===== config.mk =====
export PLATFORM = sky130hd
export DESIGN_NAME = accumulator_cpu_core
export DESIGN_NICKNAME = d
export VERILOG_FILES = /design/src/rtl/acc_pkg.sv /design/src/rtl/acc_exec.sv /design/src/rtl/accumulator_cpu_core.sv
export SDC_FILE = /design/constraint.sdc
export NUM_CORES = 2
export LEC_CHECK = 0
export BUFFER_PORTS_ARGS = -buffer_cell sky130_fd_sc_hd__buf_2
export CAP_MARGIN = 20
export CORE_ASPECT_RATIO = 1.75
export CORE_MARGIN = 2
export CORE_UTILIZATION = 42
export CTS_CLUSTER_DIAMETER = 100
export CTS_CLUSTER_SIZE = 20
export DETAILED_ROUTE_END_ITERATION = 7
export REMOVE_ABC_BUFFERS = 1
export SYNTH_ARGS = -nofsm -noshare
export SYNTH_HDL_FRONTEND = slang
export SYNTH_SLANG_ARGS = --single-unit

===== constraint.sdc =====
create_clock -name clk_i -period 22.4 [get_ports clk_i]
set_input_delay 2.24 -clock clk_i [delete_from_list [all_inputs] [get_ports clk_i]]
set_output_delay 2.24 -clock clk_i [all_outputs]
set_load 0.02 [all_outputs]

===== src/rtl/acc_pkg.sv =====
`timescale 1ns / 1ps
// Shared types and constants for the accumulator CPU core: item structs,
// core state record, request kinds, phase codes and opcodes. No dependencies.
package acc_pkg;

  localparam int ADDR_BITS  = 11;
  localparam int WDATA_BITS = 20;
  localparam int TMR_BITS   = 20;
  localparam int CNT_BITS   = 21;
  localparam int MAX_RES    = 4;

  localparam logic [31:0] SYS_CALL_VEC  = 32'd1500;
  localparam logic [31:0] TIMER_VEC     = 32'd1000;
  localparam logic [31:0] USER_TOP      = 32'd999;
  localparam logic [31:0] SYS_STACK_TOP = 32'd1999;
  localparam logic [CNT_BITS-1:0] COUNT_MAX = {CNT_BITS{1'b1}};

  localparam logic KIND_START = 1'b0;
  localparam logic KIND_RESP  = 1'b1;

  localparam logic [2:0] RQ_READ      = 3'd0;
  localparam logic [2:0] RQ_WRITE     = 3'd1;
  localparam logic [2:0] RQ_PORT_INT  = 3'd2;
  localparam logic [2:0] RQ_PORT_CHAR = 3'd3;
  localparam logic [2:0] RQ_HALT      = 3'd4;
  localparam logic [2:0] RQ_FAULT     = 3'd5;

  localparam logic [3:0] PH_IDLE    = 4'd0;
  localparam logic [3:0] PH_FETCH   = 4'd1;
  localparam logic [3:0] PH_OPERAND = 4'd2;
  localparam logic [3:0] PH_DEREF   = 4'd3;
  localparam logic [3:0] PH_LOAD_AC = 4'd4;
  localparam logic [3:0] PH_RET     = 4'd5;
  localparam logic [3:0] PH_POP     = 4'd6;
  localparam logic [3:0] PH_IRET_PC = 4'd7;
  localparam logic [3:0] PH_IRET_SP = 4'd8;

  localparam logic [5:0] OP_LOAD_VAL    = 6'd1;
  localparam logic [5:0] OP_LOAD_ADDR   = 6'd2;
  localparam logic [5:0] OP_LOAD_IND    = 6'd3;
  localparam logic [5:0] OP_LOAD_IDX_X  = 6'd4;
  localparam logic [5:0] OP_LOAD_IDX_Y  = 6'd5;
  localparam logic [5:0] OP_LOAD_SP_X   = 6'd6;
  localparam logic [5:0] OP_STORE       = 6'd7;
  localparam logic [5:0] OP_GET         = 6'd8;
  localparam logic [5:0] OP_PUT         = 6'd9;
  localparam logic [5:0] OP_ADD_X       = 6'd10;
  localparam logic [5:0] OP_ADD_Y       = 6'd11;
  localparam logic [5:0] OP_SUB_X       = 6'd12;
  localparam logic [5:0] OP_SUB_Y       = 6'd13;
  localparam logic [5:0] OP_COPY_TO_X   = 6'd14;
  localparam logic [5:0] OP_COPY_FROM_X = 6'd15;
  localparam logic [5:0] OP_COPY_TO_Y   = 6'd16;
  localparam logic [5:0] OP_COPY_FROM_Y = 6'd17;
  localparam logic [5:0] OP_COPY_TO_SP  = 6'd18;
  localparam logic [5:0] OP_COPY_FROM_SP = 6'd19;
  localparam logic [5:0] OP_JUMP        = 6'd20;
  localparam logic [5:0] OP_JUMP_EQ     = 6'd21;
  localparam logic [5:0] OP_JUMP_NE     = 6'd22;
  localparam logic [5:0] OP_CALL        = 6'd23;
  localparam logic [5:0] OP_RET         = 6'd24;
  localparam logic [5:0] OP_INC_X       = 6'd25;
  localparam logic [5:0] OP_DEC_X       = 6'd26;
  localparam logic [5:0] OP_PUSH        = 6'd27;
  localparam logic [5:0] OP_POP         = 6'd28;
  localparam logic [5:0] OP_INT         = 6'd29;
  localparam logic [5:0] OP_IRET        = 6'd30;
  localparam logic [5:0] OP_END         = 6'd50;

  localparam logic [5:0] PORT_SEL_INT = 6'd1;

  typedef struct packed {
    logic              kind;
    logic signed [31:0] read_data;
    logic [6:0]        random_value;
  } in_item_t;

  typedef struct packed {
    logic [2:0]            request_kind;
    logic [ADDR_BITS-1:0]  address;
    logic [WDATA_BITS-1:0] write_data;
    logic signed [31:0]    port_value;
    logic                  violation;
    logic                  last;
  } out_item_t;

  typedef out_item_t [MAX_RES-1:0] res_vec_t;

  typedef struct packed {
    logic [31:0]         pc;
    logic [31:0]         sp;
    logic [5:0]          ir;
    logic [31:0]         ac;
    logic [31:0]         ix;
    logic [31:0]         iy;
    logic                sys;
    logic [3:0]          phase;
    logic [CNT_BITS-1:0] ucnt;
    logic                halted;
  } core_state_t;

endpackage


===== src/rtl/acc_exec.sv =====
`timescale 1ns / 1ps
// Execution step of the accumulator CPU: next core state and up to four bus
// results for one item. Depends on acc_pkg.
module acc_exec import acc_pkg::*; (
  input  core_state_t         st_i,
  input  in_item_t            item_i,
  input  logic [TMR_BITS-1:0] tmr_i,
  output core_state_t         st_o,
  output res_vec_t            res_o,
  output logic [2:0]          cnt_o
);

  function automatic out_item_t mk_res(logic [2:0] kind, logic [31:0] addr,
                                       logic [31:0] wdata, logic [31:0] port,
                                       logic viol);
    out_item_t r;
    r.request_kind = kind;
    r.address      = addr[ADDR_BITS-1:0];
    r.write_data   = wdata[WDATA_BITS-1:0];
    r.port_value   = port;
    r.violation    = viol;
    r.last         = 1'b0;
    return r;
  endfunction

  function automatic logic violates(logic [31:0] a, logic sys);
    return !sys && !a[31] && (a > USER_TOP);
  endfunction

  core_state_t s;
  res_vec_t    r;
  logic [2:0]  n;
  logic [31:0] v;
  logic        fin;
  logic        op_ok;
  logic [2:0]  lst;

  always_comb begin
    s     = st_i;
    r     = '0;
    n     = 3'd0;
    fin   = 1'b0;
    v     = item_i.read_data;
    lst   = 3'd0;
    op_ok = (v[31:6] == 26'd0) &&
            (((v[5:0] >= OP_LOAD_VAL) && (v[5:0] <= OP_IRET)) || (v[5:0] == OP_END));

    if (!s.halted) begin
      if (s.phase == PH_IDLE) begin
        if (item_i.kind == KIND_START) begin
          if (v != 32'd0) begin
            r[n[1:0]] = mk_res(RQ_HALT, 32'd0, 32'd0, 32'd0, 1'b0);
            n = n + 3'd1;
            s.halted = 1'b1;
            s.phase = PH_IDLE;
          end else begin
            s.ucnt = '0;
            r[n[1:0]] = mk_res(RQ_READ, s.pc, 32'd0, 32'd0, violates(s.pc, s.sys));
            n = n + 3'd1;
            s.pc = s.pc + 32'd1;
            s.phase = PH_FETCH;
          end
        end
      end else if (item_i.kind == KIND_RESP) begin
        case (s.phase)
          PH_FETCH: begin
            s.ir = v[5:0];
            if (!op_ok) begin
              r[n[1:0]] = mk_res(RQ_FAULT, 32'd0, 32'd0, 32'd0, 1'b0);
              n = n + 3'd1;
              s.halted = 1'b1;
              s.phase = PH_IDLE;
            end else begin
              case (v[5:0])
                OP_LOAD_VAL, OP_LOAD_ADDR, OP_LOAD_IND, OP_LOAD_IDX_X, OP_LOAD_IDX_Y,
                OP_STORE, OP_PUT, OP_JUMP, OP_JUMP_EQ, OP_JUMP_NE, OP_CALL: begin
                  r[n[1:0]] = mk_res(RQ_READ, s.pc, 32'd0, 32'd0, violates(s.pc, s.sys));
                  n = n + 3'd1;
                  s.pc = s.pc + 32'd1;
                  s.phase = PH_OPERAND;
                end
                OP_LOAD_SP_X: begin
                  r[n[1:0]] = mk_res(RQ_READ, s.sp + s.ix, 32'd0, 32'd0,
                                     violates(s.sp + s.ix, s.sys));
                  n = n + 3'd1;
                  s.phase = PH_LOAD_AC;
                end
                OP_GET: begin
                  s.ac = {25'd0, item_i.random_value};
                  fin = 1'b1;
                end
                OP_ADD_X:        begin s.ac = s.ac + s.ix; fin = 1'b1; end
                OP_ADD_Y:        begin s.ac = s.ac + s.iy; fin = 1'b1; end
                OP_SUB_X:        begin s.ac = s.ac - s.ix; fin = 1'b1; end
                OP_SUB_Y:        begin s.ac = s.ac - s.iy; fin = 1'b1; end
                OP_COPY_TO_X:    begin s.ix = s.ac; fin = 1'b1; end
                OP_COPY_FROM_X:  begin s.ac = s.ix; fin = 1'b1; end
                OP_COPY_TO_Y:    begin s.iy = s.ac; fin = 1'b1; end
                OP_COPY_FROM_Y:  begin s.ac = s.iy; fin = 1'b1; end
                OP_COPY_TO_SP:   begin s.sp = s.ac; fin = 1'b1; end
                OP_COPY_FROM_SP: begin s.ac = s.sp; fin = 1'b1; end
                OP_INC_X:        begin s.ix = s.ix + 32'd1; fin = 1'b1; end
                OP_DEC_X:        begin s.ix = s.ix - 32'd1; fin = 1'b1; end
                OP_RET, OP_POP, OP_IRET: begin
                  r[n[1:0]] = mk_res(RQ_READ, s.sp, 32'd0, 32'd0, violates(s.sp, s.sys));
                  n = n + 3'd1;
                  if (v[5:0] == OP_RET) begin
                    s.phase = PH_RET;
                  end else if (v[5:0] == OP_POP) begin
                    s.phase = PH_POP;
                  end else begin
                    s.phase = PH_IRET_PC;
                  end
                end
                OP_PUSH: begin
                  s.sp = s.sp - 32'd1;
                  r[n[1:0]] = mk_res(RQ_WRITE, s.sp, s.ac, 32'd0, violates(s.sp, s.sys));
                  n = n + 3'd1;
                  fin = 1'b1;
                end
                OP_INT: begin
                  if (!s.sys) begin
                    s.sys = 1'b1;
                    r[n[1:0]] = mk_res(RQ_WRITE, SYS_STACK_TOP - 32'd1, s.sp, 32'd0, 1'b0);
                    n = n + 3'd1;
                    s.sp = SYS_STACK_TOP - 32'd2;
                    r[n[1:0]] = mk_res(RQ_WRITE, s.sp, s.pc, 32'd0, 1'b0);
                    n = n + 3'd1;
                    s.pc = SYS_CALL_VEC;
                  end
                  fin = 1'b1;
                end
                default: begin
                  r[n[1:0]] = mk_res(RQ_HALT, 32'd0, 32'd0, 32'd0, 1'b0);
                  n = n + 3'd1;
                  s.halted = 1'b1;
                  s.phase = PH_IDLE;
                end
              endcase
            end
          end
          PH_OPERAND: begin
            fin = 1'b1;
            case (s.ir)
              OP_LOAD_VAL: s.ac = v;
              OP_LOAD_ADDR, OP_LOAD_IND: begin
                r[n[1:0]] = mk_res(RQ_READ, v, 32'd0, 32'd0, violates(v, s.sys));
                n = n + 3'd1;
                s.phase = (s.ir == OP_LOAD_IND) ? PH_DEREF : PH_LOAD_AC;
                fin = 1'b0;
              end
              OP_LOAD_IDX_X: begin
                r[n[1:0]] = mk_res(RQ_READ, v + s.ix, 32'd0, 32'd0, violates(v + s.ix, s.sys));
                n = n + 3'd1;
                s.phase = PH_LOAD_AC;
                fin = 1'b0;
              end
              OP_LOAD_IDX_Y: begin
                r[n[1:0]] = mk_res(RQ_READ, v + s.iy, 32'd0, 32'd0, violates(v + s.iy, s.sys));
                n = n + 3'd1;
                s.phase = PH_LOAD_AC;
                fin = 1'b0;
              end
              OP_STORE: begin
                r[n[1:0]] = mk_res(RQ_WRITE, v, s.ac, 32'd0, violates(v, s.sys));
                n = n + 3'd1;
              end
              OP_PUT: begin
                r[n[1:0]] = mk_res((v == {26'd0, PORT_SEL_INT}) ? RQ_PORT_INT : RQ_PORT_CHAR,
                                   32'd0, 32'd0, s.ac, 1'b0);
                n = n + 3'd1;
              end
              OP_JUMP: s.pc = v;
              OP_JUMP_EQ: begin
                if (s.ac == 32'd0) begin
                  s.pc = v;
                end
              end
              OP_JUMP_NE: begin
                if (s.ac != 32'd0) begin
                  s.pc = v;
                end
              end
              OP_CALL: begin
                s.sp = s.sp - 32'd1;
                r[n[1:0]] = mk_res(RQ_WRITE, s.sp, s.pc, 32'd0, violates(s.sp, s.sys));
                n = n + 3'd1;
                s.pc = v;
              end
              default: ;
            endcase
          end
          PH_DEREF: begin
            r[n[1:0]] = mk_res(RQ_READ, v, 32'd0, 32'd0, violates(v, s.sys));
            n = n + 3'd1;
            s.phase = PH_LOAD_AC;
          end
          PH_LOAD_AC: begin
            s.ac = v;
            fin = 1'b1;
          end
          PH_RET: begin
            s.pc = v;
            s.sp = s.sp + 32'd1;
            fin = 1'b1;
          end
          PH_POP: begin
            s.ac = v;
            s.sp = s.sp + 32'd1;
            fin = 1'b1;
          end
          PH_IRET_PC: begin
            s.pc = v;
            s.sp = s.sp + 32'd1;
            r[n[1:0]] = mk_res(RQ_READ, s.sp, 32'd0, 32'd0, violates(s.sp, s.sys));
            n = n + 3'd1;
            s.phase = PH_IRET_SP;
          end
          PH_IRET_SP: begin
            s.sp = v;
            s.sys = 1'b0;
            fin = 1'b1;
          end
          default: s.phase = PH_IDLE;
        endcase
      end
    end

    // instruction retire: user count, timer trap, next fetch
    if (fin) begin
      if (!s.sys && (s.ucnt != COUNT_MAX)) begin
        s.ucnt = s.ucnt + 1'b1;
      end
      if ((tmr_i > 20'd1) && (s.ucnt >= {1'b0, tmr_i})) begin
        if (!s.sys) begin
          s.sys = 1'b1;
          r[n[1:0]] = mk_res(RQ_WRITE, SYS_STACK_TOP - 32'd1, s.sp, 32'd0, 1'b0);
          n = n + 3'd1;
          s.sp = SYS_STACK_TOP - 32'd2;
          r[n[1:0]] = mk_res(RQ_WRITE, s.sp, s.pc, 32'd0, 1'b0);
          n = n + 3'd1;
          s.pc = TIMER_VEC;
        end
        s.ucnt = '0;
      end
      r[n[1:0]] = mk_res(RQ_READ, s.pc, 32'd0, 32'd0, violates(s.pc, s.sys));
      n = n + 3'd1;
      s.pc = s.pc + 32'd1;
      s.phase = PH_FETCH;
    end

    if (n != 3'd0) begin
      lst = n - 3'd1;
      r[lst[1:0]].last = 1'b1;
    end

    st_o  = s;
    res_o = r;
    cnt_o = n;
  end

endmodule


===== src/rtl/accumulator_cpu_core.sv =====
`timescale 1ns / 1ps
// Top level of the accumulator CPU core: input register, core state, result
// buffer and timer interval register. Depends on acc_pkg and acc_exec.

// An item (start or memory read response) is registered on acceptance and
// executed once the result buffer is free or hands out its last entry, which
// loads all of its results (zero to four bus requests, port outputs, halt or
// fault) into a four-entry result buffer. The buffer presents one result item
// per cycle while the output side does not stall, and an item that causes N
// results holds the buffer until all N are taken; a new item is accepted every
// cycle while each item causes at most one result and the output side does not
// stall. The timer interval register may be written at any time (cfg_ready_o is
// always high) but is meant to change only while the core is idle.
module accumulator_cpu_core import acc_pkg::*; (
  input  logic                clk_i,
  input  logic                rst_ni,
  input  logic                in_valid_i,
  output logic                in_stall_o,
  input  in_item_t            in_item_i,
  output logic                out_valid_o,
  input  logic                out_stall_i,
  output out_item_t           out_item_o,
  input  logic                cfg_valid_i,
  output logic                cfg_ready_o,
  input  logic [TMR_BITS-1:0] cfg_data_i
);

  logic                in_vld_q;
  in_item_t            in_q;
  core_state_t         st_q;
  core_state_t         st_d;
  res_vec_t            res_q;
  res_vec_t            res_d;
  logic [2:0]          cnt_d;
  logic [2:0]          rem_q;
  logic [1:0]          idx_q;
  logic [TMR_BITS-1:0] tmr_q;
  logic                out_take;
  logic                buf_free;
  logic                go;
  logic                in_take;

  assign cfg_ready_o = 1'b1;
  assign out_valid_o = (rem_q != 3'd0);
  assign out_item_o  = res_q[idx_q];
  assign out_take    = out_valid_o && !out_stall_i;
  assign buf_free    = (rem_q == 3'd0) || ((rem_q == 3'd1) && out_take);
  assign go          = in_vld_q && buf_free;
  assign in_stall_o  = in_vld_q && !go;
  assign in_take     = in_valid_i && !in_stall_o;

  acc_exec u_exec (
    .st_i   (st_q),
    .item_i (in_q),
    .tmr_i  (tmr_q),
    .st_o   (st_d),
    .res_o  (res_d),
    .cnt_o  (cnt_d)
  );

  always_ff @(posedge clk_i or negedge rst_ni) begin
    if (!rst_ni) begin
      in_vld_q <= 1'b0;
      rem_q    <= 3'd0;
      idx_q    <= 2'd0;
      tmr_q    <= '0;
      st_q     <= '{pc: 32'd0, sp: USER_TOP, ir: 6'd0, ac: 32'd0, ix: 32'd0,
                    iy: 32'd0, sys: 1'b0, phase: PH_IDLE, ucnt: '0, halted: 1'b0};
    end else begin
      if (cfg_valid_i && cfg_ready_o) begin
        tmr_q <= cfg_data_i;
      end
      if (in_take) begin
        in_vld_q <= 1'b1;
      end else if (go) begin
        in_vld_q <= 1'b0;
      end
      if (go) begin
        st_q  <= st_d;
        rem_q <= cnt_d;
        idx_q <= 2'd0;
      end else if (out_take) begin
        rem_q <= rem_q - 3'd1;
        idx_q <= idx_q + 2'd1;
      end
    end
  end

  always_ff @(posedge clk_i) begin
    if (in_take) begin
      in_q <= in_item_i;
    end
    if (go) begin
      res_q <= res_d;
    end
  end

endmodule


======== Word-level counts from Yosys, hierarchy flattened ========
Cells that the tools add are included.
W data, S select, Z words.
storage, ports and cells
  flip-flop bits (word level) ............. 531
  output and inout bits ................... 71
operators by class
  add/sub/neg operators ................... 20
  $lt $le $gt $ge ......................... 22
  eq/ne operators ......................... 61
  mux-type cells .......................... 114
  bitwise operators ....................... 2
  reduce and logical (&&, ||, !) cells .... 81
operator list
  cell                     number
  $mux W272                5
  $bwmux W272              4
  $mux W68                 12
  $pmux W68 S6             2
  $demux W68 S2            4
  $pmux W32 S3             5
  $mux W64                 7
  $gt A32 B10 Y1 const B   9
  $mux W136                2
  $pmux W68 S4             1
  $mux W32                 8
  $pmux W32 S8             1
  $mux W193                1
  $mux W171                1
  $add A32 B32 Y32         5
  $bmux W68 S2             1
  $mux W135                1
  $mux W134                1
  $add A32 B1 Y32 const B  4
  $pmux W32 S4             1
  $eq A6 B5 Y1 const B     19
  $mux W21                 5
  $mux W97                 1
  $pmux W32 S2             1
  67 further kinds         199

======== Logic depth before layout (Yosys ltp) ========
  depth after elaboration ................. 26
  gate-level depth with buffers ........... 36
  gate-level depth less buffers ........... 28

======== Hierarchy ========
A second synthesis with hierarchy kept.
second synthesis, totals
  cells, all modules ...................... 5440
  area, all modules ....................... 47564.4 µm²
by module, submodules not included
  module                instances  cells each  area each (µm²)
  acc_exec              1          4549        27760.4
  accumulator_cpu_core  1          891         19804.0

======== Worst setup path before layout ========
Ideal clock, no wire load.
  path type ............................... input to register
  start ................................... input port out_stall_i
  end ..................................... register res_q[0] in the netlist's numbering (enable)
  setup time .............................. 0.601 ns
  data arrival time ....................... 7.772 ns
  required time ........................... 21.799 ns
  setup slack ............................. 14.027 ns
  stages on the path ...................... 7
  buffers on the path ..................... 2
  cells stage by stage .................... inv_1 -> a21oi_1 -> nor2_1 -> nand2_1 -> clkinv_1 -> clkbuf_1 -> clkbuf_1
between the ends
  word-level cells in the longest chain between the ends .. 5
ends and longest elaborated chain
  what                  line                        source
  from (decl)           accumulator_cpu_core.sv:21  input logic out_stall_i,
  $logic_not A1 Y1      accumulator_cpu_core.sv:46  assign out_take = out_valid_o && !out_stall_i;
  $logic_and A1 B1 Y1   accumulator_cpu_core.sv:46
  $logic_and A1 B1 Y1   accumulator_cpu_core.sv:47  assign buf_free = (rem_q == 3'd0) || ((rem_q == 3'd1) && out_take);
  $logic_or A1 B1 Y1    accumulator_cpu_core.sv:47
  $logic_and A1 B1 Y1   accumulator_cpu_core.sv:48  assign go = in_vld_q && buf_free;
  named net go          accumulator_cpu_core.sv:40  logic go;
  to (signal assigned)  accumulator_cpu_core.sv:94  res_q <= res_d;
  to (decl)             accumulator_cpu_core.sv:32  res_vec_t res_q;
The timed path passes the listed nets, and every way through them passes these cells.
A chain may end at the register's enable or synchronous reset.

======== Worst setup path after layout ========
  start ................................... register in_q[19] in the netlist's numbering
  end ..................................... register res_q[239] in the netlist's numbering, data pin
between the ends
  word-level cells in the longest chain between the ends .. 23
  elaborated cells between the ends (all ways) .. 69
  classes of those cells .................. 5 x add/sub; 7 x order compare; 1 x eq/ne; 46 x mux; 10 x reduce/logical
ends and longest elaborated chain
  what                                                      line                        source
  from (decl)                                               accumulator_cpu_core.sv:29  in_item_t in_q;
  from (signal assigned)                                    accumulator_cpu_core.sv:91  in_q <= in_item_i;
  branches (longest 22 deep; another with $add A21 B1 Y21)  --
  $mux W272 (*)                                             acc_exec.sv:252             if (n != 3'd0) begin
Mark *: on every way between the ends. The select of a mux whose other input is x is not followed.

==> summary.txt <==
Logic synthesis
  – Synth Area in XOR/XNOR: 0.0506
  – Post-synthesis sequential area ratio: 0.296
  – Post-Synth Simple-Gate Area: 0.227
  – Yosys cell types: about 120
  – Seq cells post-synth: 429
  – Syn_area_per_cell: 8.01 µm²
  – Post-synthesis cell area: 39800 µm²
  – Mux cell area share after synthesis: 0.0335
  – Top_reg_cell synth: dfrtp_1
  – Largest family of logic cells by synthesized area: compound AO/OA/AOI/OAI gates
  – Yosys top cell by area: edfxtp_1
  – Post-synth EDFFs: 210
  – Synth area leaders: edfxtp_1, dfrtp_1, ha_1, o21ai_0, a21oi_1
  – Synth top area share: 0.158
  – Adder-Cell Fraction of Synth Area: 0.0651
  – Asr flop ratio synth: 0.510
  – Compound-Gate Fraction of Synth Area: 0.280
  – Cell count after synthesis: around 5000
  – Yosys warning count: 0

Global routing
  – GRT busiest layer: met2
  – Initial antenna violation count: 33
  – GR Overflow Total: 0
  – Total track usage: 0.485
  – M1 GR Usage: 0.456
  – GRT met2 Usage: 0.773
  – Number of global-route vias before repair: 43300
  – Met3 usage: 0.157
  – First-pass GRT wire length: roughly 330000 µm
  – Largest net degree at the start of global routing: roughly 110

Timing
  – Endpoints failing setup: 0
  – Slew margin rel.: -0.0225
  – Fin. Hold Viols: 0
  – RSZ-0062 raised after global routing: no
  – Final Slew Violations: 1
  – Tmin final: 8.51 ns
  – Clock Skew: 0.0325 ns
  – Peak Freq: 118 MHz
  – Worst Tran Pin Value: roughly 1.5 ns
  – Tcrit/Tclk final: 0.380
  – Sum Neg Setup Slack: 0 ns

Clock network
  – Post-CTS setup buffers: 0
  – Hold-fix buffers at CTS: 0
  – Clk_lat worst skew: 0.73 ns
  – CTS Root Cell: clkbuf_16
  – CTS resizes: 0
  – Clock buffer depth: 3
  – TritonCTS Buffers: 28
  – CTS tree: yes
  – Clk sink count: around 430
  – H-tree depth: 1
  – Clk slew on worst S/H paths: 0.09 ns

Finish
  – Layout cells sized above 1: 0.116
  – Area growth, synth to finish: 8.63%
  – Fin nets: 5252
  – Most frequent cells in the layout: nand2_1, nor2_1, o21ai_0
  – Commonest non-fill, non-tap cell in the layout: nand2_1
  – Fin cells: about 6200
  – Fill cell total of the finished layout: 9421
  – Design area: ~43000 µm²

Job
  – Maxcap violations: 0

Status
  – Status: finished with violations
  – Failing checks: DRC, slew limit

Worst setup path
  – Critical Path RT: 22.94 ns
  – Worst reg2reg path endpoint: res_q[239]$_SDFFCE_PP0P_
  – Worst path slowest cell: nor3_1
  – Critical path arrival: around 9 ns
  – CP Class: reg2reg
  – Crit end category: flip-flop
  – Setup crit start kind: flip-flop
  – Reg2reg path depth: 27
  – Crit-path max FO: 36
  – Reg-to-Reg Start: in_q[19]$_DFFE_PP_
  – R2R Setup Slk: about 14 ns
  – CP peak stage delay: between 0.8 and 0.9 ns

Floorplanning
  – Die Ht: 411 µm
  – Initial core utilization: 0.423
  – # IOs: 136
  – FP Rows: around 150
  – Core Footprint: 94100 µm²
  – Area of the die: between 90000 and 100000 µm²
  – Die width: between 200 and 250 µm

Drt
  – WL/cell: approximately 38 µm
  – Detail Route Antenna Nets: 0
  – DR vias: 44700
  – First-pass DRT Iterations: 8
  – DRC Markers: 1
  – Iter 0 DRT Violations: 5489
  – Final WL: 239000 µm
  – Vias per inst: 7.17

Hold path
  – Hold Crit Depth: 1
  – Hold path endpoint: st_q[1]$_DFFE_PN0P_
  – HP Start: st_q[1]$_DFFE_PN0P_
  – Worst Hold Class: reg2reg

Pwr
  – Power Density: between 80 and 90 nW/µm²
  – Pleak: 16.8 nW
  – Peak supply drop: roughly 0.00011 V

Place
  – Port bufs: 134
  – Routability Congestion: 1.11
  – Placed cells: roughly 6200
  – Area after DPL: 42200 µm²
  – Detailed Place HPWL: 179000 µm
==> synth_stat cells (all sizes together), types with 50 or more instances <==
master / count
a211oi: 51
edfxtp: 210
o21ai: 444
a222oi: 53
a21oi: 410
nor2: 517
xnor2: 136
nand2: 529
nand2b: 56
nand4: 61
inv: 119
a221oi: 73
dfrtp: 211
and2: 84
buf: 67
xor2: 94
ha: 199
nor3: 140
clkbuf: 283
nand3: 147
a22oi: 90
nor4: 82
a21o: 74
and3: 50
a31oi: 63
==> per-layer routing <==
| metal | vias to the layer above | wire [µm] | part of all wire |
|---|---|---|---|
| met2 | 3082 | 108000 | 0.45 |
| li1 | 18800 | - | - |
| met1 | 21300 | 72200 | 0.30 |
| met3 | 1469 | 21900 | 0.092 |
| met5 | - | 127 | 0.00053 |
| met4 | 22 | 36300 | 0.15 |
==> worst max-delay path by stage <==
| stage | from | to | cells after the start |
|---|---|---|---|
| 3_5_place_dp | in_q[19]$_DFFE_PP_ | res_q[128]$_DFFE_PP_ | 25 |
| 4_1_cts | in_q[19]$_DFFE_PP_ | res_q[128]$_DFFE_PP_ | 25 |
| 3_3_place_gp | in_q[19]$_DFFE_PP_ | res_q[15]$_DFFE_PP_ | 31 |
| 2_1_floorplan | out_stall_i | st_q[122]$_DFFE_PN0P_ | 11 |
| 6_report | in_q[19]$_DFFE_PP_ | res_q[239]$_SDFFCE_PP0P_ | 27 |
| 5_1_grt | st_q[23]$_DFFE_PN0P_ | res_q[239]$_SDFFCE_PP0P_ | 28 |
==> flip-flops by register name, indices dropped and copies added, names as in the netlist <==
signal    count
idx_q         2
in_q         40
in_vld_q      1
rem_q         3
res_q       170
st_q        193
tmr_q        20
==> final cells by class <==
class                      count  area [µm²]  area share
antenna                       17        42.5    0.000984
sequential                   429       11800       0.273
timing repair buffer         334        2200      0.0510
multi-input combinational   4069       26300       0.609
clock buffer                  42         774      0.0179
clock inverter                 9         115     0.00266
inverter                     121         462      0.0107
tap                         1208        1510      0.0350
==> through the flow <==
step	utilization	setup WS (ns)	hold WS (ns)	power, W
final	0.459	13.89	0.520	0.00361
after global placement	0.448	13.92	0.499	0.00293
after floorplan	-	10.81	0.470	0.00220
after CTS	0.458	14.05	0.525	0.00353
after detailed placement	0.448	14.06	0.512	0.00294
after global routing	0.459	13.39	0.549	0.00372
==> power breakdown <==
part           total, W  switching (W)  internal [W]
clock network  0.000605       0.000348      0.000258
logic           0.00172        0.00122      0.000506
registers       0.00128       0.000208       0.00108
total           0.00361        0.00177       0.00184
==> critical path: cells and delay by family (launching register included) <==
family / cells / cell delay (ns)
DFF: 1 / 0.59
xor gates and xnor gates: 1 / 0.13
and+or+nand+nor: 14 / 4.62
adders and majority gates: 3 / 0.94
AOI/OAI and AO/OA: 5 / 0.92
buffers and inverters: 4 / 1.08
==> kinds of logic after synthesis <==
group,count (synthesis)
and+or+nand+nor,1861
AOI/OAI and AO/OA,1687
buffers and inverters,471
DFF,429
xor gates and xnor gates,230
adders and majority gates,204
muxes,86
other,1
Power figures use the tool's default switching activity.
